--- src/servo_goal_position_packet_assert.svh ---
// Assertion macros for the servo packet block.
`ifndef SERVO_GOAL_POSITION_PACKET_ASSERT_SVH
`define SERVO_GOAL_POSITION_PACKET_ASSERT_SVH

`ifndef SYNTHESIS
`define SGP_ASSERT(lbl, clk, rst, prop, msg) \
  lbl: assert property (@(posedge clk) disable iff (rst) (prop)) else $error(msg);
`define SGP_ASSERT_NEXT(lbl, clk, rst, ante, cons, msg) \
  lbl: assert property (@(posedge clk) disable iff (rst) (ante) |=> (cons)) else $error(msg);
`else
`define SGP_ASSERT(lbl, clk, rst, prop, msg)
`define SGP_ASSERT_NEXT(lbl, clk, rst, ante, cons, msg)
`endif

`endif

--- src/sgp_pkg.sv ---
package sgp_pkg;

  // field widths
  localparam int ANGLE_W   = 9;
  localparam int SPEED_W   = 10;
  localparam int PCT_W     = 7;
  localparam int ID_W      = 8;
  localparam int WPOS_W    = 12;
  localparam int GPOS_W    = 10;
  localparam int CFG_IDX_W = 3;
  localparam int CFG_DAT_W = 12;

  // packet layout
  localparam int PKT_MAX = 11;
  localparam int LEN_W   = 4;
  localparam logic [LEN_W-1:0] PKT_LEN_WRIST   = 4'd11;
  localparam logic [LEN_W-1:0] PKT_LEN_GRIPPER = 4'd9;

  localparam logic [7:0] HEADER_BYTE = 8'hFF;
  localparam logic [7:0] INSTR_WRITE = 8'd3;
  localparam logic [7:0] ADDR_GOAL   = 8'd30;
  localparam logic [7:0] LEN_WRIST   = 8'd7;
  localparam logic [7:0] LEN_GRIPPER = 8'd5;

  // 4095/360 is exactly 91/8
  localparam int DEG_MUL   = 91;
  localparam int DEG_SHIFT = 3;
  localparam int CNT_W     = 13;

  // divide by 100 via reciprocal, exact for products below 2^17
  localparam logic [PCT_W-1:0] PCT_FULL = 7'd100;
  localparam int PROD_W      = 17;
  localparam int RECIP_SHIFT = 24;
  localparam int RECIP_K     = ((1 << RECIP_SHIFT) + 99) / 100;
  localparam int RECIP_W     = PROD_W + 18;

  typedef enum logic {
    ACT_WRIST   = 1'b0,
    ACT_GRIPPER = 1'b1
  } action_t;

  typedef enum logic [CFG_IDX_W-1:0] {
    REG_WRIST_ID   = 3'd0,
    REG_GRIP_ID    = 3'd1,
    REG_WRIST_HOME = 3'd2,
    REG_WRIST_MIN  = 3'd3,
    REG_WRIST_MAX  = 3'd4,
    REG_GRIP_MIN   = 3'd5,
    REG_GRIP_MAX   = 3'd6
  } cfg_reg_t;

  typedef struct packed {
    logic [ID_W-1:0]   wrist_id;
    logic [ID_W-1:0]   grip_id;
    logic [WPOS_W-1:0] wrist_home;
    logic [WPOS_W-1:0] wrist_min;
    logic [WPOS_W-1:0] wrist_max;
    logic [GPOS_W-1:0] grip_min;
    logic [GPOS_W-1:0] grip_max;
  } cfg_regs_t;

  typedef struct packed {
    logic               action;
    logic [ANGLE_W-1:0] angle;
    logic [SPEED_W-1:0] speed;
    logic [PCT_W-1:0]   pct;
  } cmd_t;

  typedef struct packed {
    logic [PKT_MAX-1:0][7:0] data;
    logic [LEN_W-1:0]        len;
  } pkt_t;

endpackage

--- src/sgp_map.sv ---
// Two-stage position mapping and packet assembly.
module sgp_map import sgp_pkg::*; (
  input  logic      clk,
  input  logic      rst,
  input  cfg_regs_t cfg,
  input  cmd_t      cmd,
  input  logic      cmd_valid,
  output logic      cmd_ready,
  output pkt_t      pkt,
  output logic      pkt_valid,
  input  logic      pkt_ready
);

  typedef struct packed {
    logic               action;
    logic [WPOS_W-1:0]  wrist_pos;
    logic [SPEED_W-1:0] speed;
    logic [PROD_W-1:0]  grip_prod;
    logic               span_neg;
  } mid_t;

  logic s1_valid;
  cmd_t s1;
  logic s2_valid;
  mid_t s2;

  logic s2_take;
  logic s1_move;

  // stage 1 combinational
  logic [PCT_W-1:0]          pct_sat;
  logic signed [GPOS_W:0]    span;
  logic [GPOS_W-1:0]         span_mag;
  logic [15:0]               deg_scaled;
  logic [CNT_W-1:0]          count;
  logic signed [WPOS_W+1:0]  diff;
  logic signed [WPOS_W+1:0]  lim_lo;
  logic signed [WPOS_W+1:0]  lim_hi;
  mid_t                      mid_next;

  // stage 2 combinational
  logic [RECIP_W-1:0] recip;
  logic [GPOS_W-1:0]  quot;
  logic [GPOS_W-1:0]  grip_pos;
  logic [15:0]        pos16;
  logic [7:0]         id_b;
  logic [7:0]         len_b;
  logic [7:0]         spd_lo;
  logic [7:0]         spd_hi;
  logic [7:0]         sum;
  logic [7:0]         cks;
  logic               is_wrist;

  assign s2_take   = !s2_valid || pkt_ready;
  assign s1_move   = s1_valid && s2_take;
  assign cmd_ready = !s1_valid || s2_take;
  assign pkt_valid = s2_valid;

  always_comb begin
    pct_sat  = (s1.pct > PCT_FULL) ? PCT_FULL : s1.pct;
    span     = $signed({1'b0, cfg.grip_max}) - $signed({1'b0, cfg.grip_min});
    span_mag = span[GPOS_W] ? GPOS_W'(-span) : span[GPOS_W-1:0];

    deg_scaled = 16'(s1.angle) * 16'(DEG_MUL);
    count      = deg_scaled[15:DEG_SHIFT];
    diff   = $signed({2'b00, cfg.wrist_home}) - $signed({1'b0, count});
    lim_lo = $signed({2'b00, cfg.wrist_min});
    lim_hi = $signed({2'b00, cfg.wrist_max});

    mid_next.action    = s1.action;
    mid_next.speed     = s1.speed;
    mid_next.span_neg  = span[GPOS_W];
    mid_next.grip_prod = PROD_W'(pct_sat) * PROD_W'(span_mag);
    // min test wins when limits are crossed
    if (diff < lim_lo) begin
      mid_next.wrist_pos = cfg.wrist_min;
    end else if (diff > lim_hi) begin
      mid_next.wrist_pos = cfg.wrist_max;
    end else begin
      mid_next.wrist_pos = diff[WPOS_W-1:0];
    end
  end

  always_ff @(posedge clk) begin
    if (rst) begin
      s1_valid <= 1'b0;
      s2_valid <= 1'b0;
    end else begin
      if (cmd_ready) begin
        s1_valid <= cmd_valid;
      end
      if (s2_take) begin
        s2_valid <= s1_valid;
      end
    end
    if (cmd_ready && cmd_valid) begin
      s1 <= cmd;
    end
    if (s1_move) begin
      s2 <= mid_next;
    end
  end

  always_comb begin
    is_wrist = (s2.action == ACT_WRIST);
    recip    = RECIP_W'(s2.grip_prod) * RECIP_W'(RECIP_K);
    quot     = recip[RECIP_SHIFT+GPOS_W-1:RECIP_SHIFT];
    // result stays inside the limits, so 10 bits never wrap
    grip_pos = s2.span_neg ? (cfg.grip_min - quot) : (cfg.grip_min + quot);

    pos16  = is_wrist ? 16'(s2.wrist_pos) : 16'(grip_pos);
    id_b   = is_wrist ? cfg.wrist_id : cfg.grip_id;
    len_b  = is_wrist ? LEN_WRIST : LEN_GRIPPER;
    spd_lo = s2.speed[7:0];
    spd_hi = 8'(s2.speed[SPEED_W-1:8]);

    sum = id_b + len_b + INSTR_WRITE + ADDR_GOAL + pos16[7:0] + pos16[15:8];
    if (is_wrist) begin
      sum = sum + spd_lo + spd_hi;
    end
    cks = ~sum;

    pkt.data[0] = HEADER_BYTE;
    pkt.data[1] = HEADER_BYTE;
    pkt.data[2] = id_b;
    pkt.data[3] = len_b;
    pkt.data[4] = INSTR_WRITE;
    pkt.data[5] = ADDR_GOAL;
    pkt.data[6] = pos16[7:0];
    pkt.data[7] = pos16[15:8];
    if (is_wrist) begin
      pkt.data[8]  = spd_lo;
      pkt.data[9]  = spd_hi;
      pkt.data[10] = cks;
      pkt.len      = PKT_LEN_WRIST;
    end else begin
      pkt.data[8]  = cks;
      pkt.data[9]  = 8'h00;
      pkt.data[10] = 8'h00;
      pkt.len      = PKT_LEN_GRIPPER;
    end
  end

endmodule

--- config.mk ---
export PLATFORM = sky130hd
export DESIGN_NAME = sgp_map
export DESIGN_NICKNAME = d
export VERILOG_FILES = /design/src/servo_goal_position_packet_assert.svh /design/src/sgp_pkg.sv /design/src/sgp_map.sv
export SDC_FILE = /design/constraint.sdc
export NUM_CORES = 1
export LEC_CHECK = 0
export ABC_AREA = 1
export BUFFER_PORTS_ARGS = -buffer_cell sky130_fd_sc_hd__buf_2
export CAP_MARGIN = 30
export CORE_MARGIN = 4
export CORE_UTILIZATION = 40
export CTS_CLUSTER_SIZE = 12
export DETAILED_ROUTE_END_ITERATION = 8
export GPL_ROUTABILITY_DRIVEN = 0
export PLACE_DENSITY_LB_ADDON = 0.12
export SYNTH_ARGS = -nofsm -noshare
export SYNTH_HDL_FRONTEND = slang
export SYNTH_SLANG_ARGS = --single-unit
export TNS_END_PERCENT = 100
--- constraint.sdc ---
create_clock -name clk -period 11.9 [get_ports clk]
set_input_delay 1.785 -clock clk [delete_from_list [all_inputs] [get_ports clk]]
set_output_delay 1.785 -clock clk [all_outputs]
set_load 0.005 [all_outputs]
Word-level counts from Yosys, hierarchy flattened --
Cells that the tools add are included.
Storage, ports and cells: flip-flop bits (word level) 70, input port bits 103, output and inout bits 94, logic and storage cells 47
Cells by class: add/sub/neg operators 12, multiply operators 3, magnitude comparators 3, muxes and demuxes 11, bitwise logic cells 1, reductions and logical operators 6
Operator list (number):
- 12-bit two-way mux | 3
- 17-bit by 18-bit multiplier with 34-bit output (second input constant) | 1
- 24-bit two-way mux | 1
- 10-bit two-way mux | 2
- 7-bit by 10-bit multiplier with 17-bit output | 1
- 8-bit adder | 2
- 9-bit by 7-bit multiplier with 16-bit output (second input constant) | 1
- 8-bit two-way mux | 2
- 14-bit by 13-bit > comparator with 1-bit output | 1
- 14-bit by 13-bit less-than comparator with 1-bit output | 1
- 12-bit by 13-bit subtractor with 14-bit output | 1
- 10-bit by 10-bit subtractor with 11-bit output | 1
- 10-bit adder | 1
- 10-bit negation | 1
- 10-bit subtractor | 1
- 8-bit by 2-bit adder with 8-bit output | 1
- 8-bit by 2-bit adder with 8-bit output (second input constant) | 1
- 8-bit by 3-bit adder with 8-bit output | 1
- 8-bit by 4-bit adder with 8-bit output | 1
- 8-bit by 5-bit adder with 8-bit output (second input constant) | 1
- 8-bit NOT | 1
- 7-bit > comparator (second input constant) | 1
- 7-bit two-way mux | 1
- 2-bit two-way mux | 2
- 3 further kinds | 6

Logic depth before layout (Yosys ltp) --
depth in word-level cells 11, gate-level depth with buffers 61, gate-level depth less buffers 61

Worst setup path after synthesis --
OpenSTA, ideal clock, no wires.
path type register -> output, start register s2[7] in the netlist's numbering, end output pkt[91] in the netlist's numbering, data arrival time 10.344 ns, required time 10.115 ns, path slack -0.229 ns, cell stages (with the launch flop) 54, buffers on the path 0, path through edfxtp_1 fa_1 inv_1 fa_1 inv_1 fa_1 fa_1 fa_1 inv_1 fa_1 inv_1 ha_1 nand2_1 inv_1 nand2_1 nand2_1 o21bai_1 nand2_1 (+18 left out) inv_1 fa_1 fa_1 inv_1 ha_1 inv_1 fa_1 inv_1 ha_1 fa_1 a21oi_1 o21bai_1 nand2_1 nand2_1 a21oi_1 xor2_1 nor2_1 nor2_1
RTL lines:
- from (decl) | RTL line sgp_map.sv:25 | mid_t s2;
- from (signal assigned) | RTL line sgp_map.sv:100 | s2 <= mid_next;
- to (decl) | RTL line sgp_map.sv:9 | output pkt_t pkt,

==> run_results.csv <==
group,metric,value,unit
logic_synthesis,ys_seq_elements,70,
logic_synthesis,syn_avg_cell_area,7.98,µm²
placement,dp_cells,2789,
global_routing,pin_count_of_the_biggest_net_entering_global_routing,42,
global_routing,grt_pass1_wl,70500,µm
detailed_routing,dr.pass1.iters,5,
setup_path,crit_path_start_kind,"register",
sta,slew_worst_pin,801,ps
die,floorplan.initialDensity,0.409,
sta,final-setup-viol-count,7,
placement,dpl_cell_area,0.0182,mm²
sta,timing.clock.skew,8.16,ps
clock_tree,tritoncts,"built",
setup_path,timing.critical_path.slowest_stage_cell,"fa_1",
logic_synthesis,yosys_warnings,0,
die,boundaryPins,197,
sta,final-max-slew-violation-count,0,
detailed_routing,wl_per_cell,14.8,µm
run_status,run_status,"finished, violations left",
logic_synthesis,post_synth_inst_count,2003,
sta,hold_violations,0,
logic_synthesis,syn_area,0.0160,mm²
logic_synthesis,ys_async_sr_fraction,0,
detailed_routing,drtAntennaViolNets,0,
clock_tree,ctsRootBufferMaster,"clkbuf_16",
detailed_routing,drc,0,
finish,finalCoreUtilization,0.495,
finish,finalInstanceArea,0.0193,mm²
detailed_routing,via_per_inst,4.63,
global_routing,grt_antenna_before_repair,7,
setup_path,critPathArrivalTime,10810,ps
sta,min_period,12600,ps
setup_path,worst_path_largest_cell_delay,620,ps
finish,nNetsFinal,2898,
detailed_routing,finalWirelength,42300,µm
die,area_of_the_die,0.0432,mm²
sta,timing.fmax,79.4,MHz
logic_synthesis,yosys.area.top_type_share,0.232,
die,fp.dieH,208,µm
setup_path,criticalPathCategory,"register to primary output",
clock_tree,path_clk_slew,60,ps
setup_path,critPathMaxFanout,3,
global_routing,track_usage,0.200,
logic_synthesis,synth.top_cells.by_area,"ha_1 23%, fa_1 22%, edfxtp_1 13%, inv_1 12%, nand2_1 9.3%",
die,coreArea,0.0391,mm²
finish,instances_no_fill,2852,
logic_synthesis,synth_top_area_cell,"ha_1",
setup_path,timing.critical_path.mode_cell,"fa_1",
run,drv.max_cap_violation_count,0,
clock_tree,cts_inserted_buffers,9,
logic_synthesis,ys_types,48,
logic_synthesis,synth_enable_flop_cells,68,
sta,period_share,1.06,
sta,rsz_0062_raised_after_global_routing,"yes",
finish,layout-drive-gt1-share,0.212,
setup_path,critPathCaptureType,"primary output",
global_routing,grt-ovfl-total,0,
sta,maxSlewHeadroom,0.464,
setup_path,required,10120,ps
detailed_routing,vias,13200,
worst_hold_path,hold-path-cell-count,0,
setup_path,worstRegToRegCells,37,
clock_tree,ctsLongestPathBuffers,2,
clock_tree,cts_max_level,3,
placement,buffer_ports.inserted,144,
clock_tree,clkLatencyLatePin,360,ps
clock_tree,clkSinkCount,70,
logic_synthesis,synth_flop_cell,"edfxtp_1",
logic_synthesis,seq_area_frac_synth,0.130,
global_routing,via_count_of_the_first_global_routing_pass,14100,
sta,post-route-worst-setup-slack,-696,ps
worst_hold_path,worst_hold_path_type,"register to register",
placement,post-dp-hpwl,36800,µm
run_status,violations,"setup timing",
die,placementRows,72,
detailed_routing,number_of_drc_markers_after_the_initial_detailed_route_iteration,567,
sta,timing.hold.ws,418,ps
die,die_x,208,µm
finish,layout-area-overhead-vs-synth,21.0,%
[cells in the mapped netlist (all sizes together), types with 5 or more instances]
| master | n |
|---|---|
| edfxtp | 68 |
| inv | 505 |
| a21o | 5 |
| o21ai | 61 |
| o21bai | 13 |
| clkbuf | 9 |
| nor3 | 14 |
| xnor2 | 20 |
| nand3 | 66 |
| buf | 56 |
| xor2 | 53 |
| nor2 | 108 |
| or2 | 12 |
| a21oi | 95 |
| nand4 | 12 |
| fa | 173 |
| ha | 296 |
| nand2 | 407 |
[path summary, 6_finish.rpt]
| path | start | end | slack, ps |
|---|---|---|---|
| min | mid_next[26]$_DFFE_PP_ | s2[26]$_DFFE_PP_ | 420 |
| max | s2[15]$_DFFE_PP_ | pkt[87] | -700 |
| min reg2reg | mid_next[26]$_DFFE_PP_ | s2[26]$_DFFE_PP_ | 420 |
| max reg2reg | s1[21]$_DFFE_PP_ | s2[39]$_DFFE_PP_ | 5240 |
[final cells by class]
cell class              instances  area, µm²
multi-input cells            1412      12300
inverters                     506       1900
well taps                     518        648
fillers                      3898      19800
diodes                          3       7.51
repair buffers                327       2140
flip-flops and latches         70       2080
clock buffers                  10        229
clock inverters                 6       61.3
[critical path, delay by kind of cell, from the launching register on]
kind                       cells  cell delay (ps)
xor gates and xnor gates       1              130
buffers and inverters         15             1240
AOI/OAI and AO/OA              7              990
and+or+nand+nor               13             1430
DFF                            1              440
adders and majority gates     15             6180
[per-layer routing]
layer | up-vias | global-route usage | wire length, µm
met2 | 217 | 0.347 | 20300
met5 | - | 0 | 61
met3 | 48 | 0.0297 | 1450
li1 | 6744 | - | -
met1 | 6189 | 0.264 | 19600
met4 | 8 | 0.0476 | 855
[logic make-up after synthesis]
family | count (synthesis) | synth area share
buf+inv | 571 | 0.147
compound gates | 187 | 0.0662
other cells | 2 | 0.000470
fa+ha+maj | 469 | 0.448
flops | 70 | 0.130
simple gates | 631 | 0.164
xor+xnor | 73 | 0.0431
[through the flow]
stage / setup TNS (ps) / setup WS [ps]
4_1_cts: -3450 / -649
6_report: -3490 / -696
5_1_grt: -8530 / -1270
3_3_place_gp: -1540 / -501
3_5_place_dp: -2280 / -659
2_1_floorplan: 0 / 2.81
[cell usage in the layout, fill, tap and decap left out, types with 8 or more instances in the layout]
cell type  synthesis  final
inv_1            501    483
nand2_1          395    375
ha_1             296    275
buf_4             55    170
fa_1             173    167
buf_2              0    144
nor2_1           106     94
a21oi_1           91     76
edfxtp_1          68     68
nand3_1           65     63
conb_1             2     52
xor2_1            48     46
o21ai_0           49     39
nand2_2           12     29
inv_2              4     22
xnor2_1           20     19
ha_4               0     19
a21oi_2            3     16
nor3_1            14     13
buf_6              1     13
o21bai_1          13     12
nand4_1           11     11
nor2_2             0     11
o21ai_1            9     11
o21ai_2            3     10
clkbuf_16          0      9
or2_2             10      8
[registers in the layout, indices dropped and copies added (netlist names)]
name       cells
s2            41
s1            16
mid_next      11
pkt_valid      1
s1_valid       1
[repair_timing]
item	4_1_cts	5_1_grt
gates resized for setup	81	55
pin swaps	68	36
buffers inserted	38	7
hold buffers	0	0
setup endpoints to repair	8	12
Power is left out: the tool's default activity adds up to more than one toggle a clock period on the data nets, which glitch-free logic cannot reach.
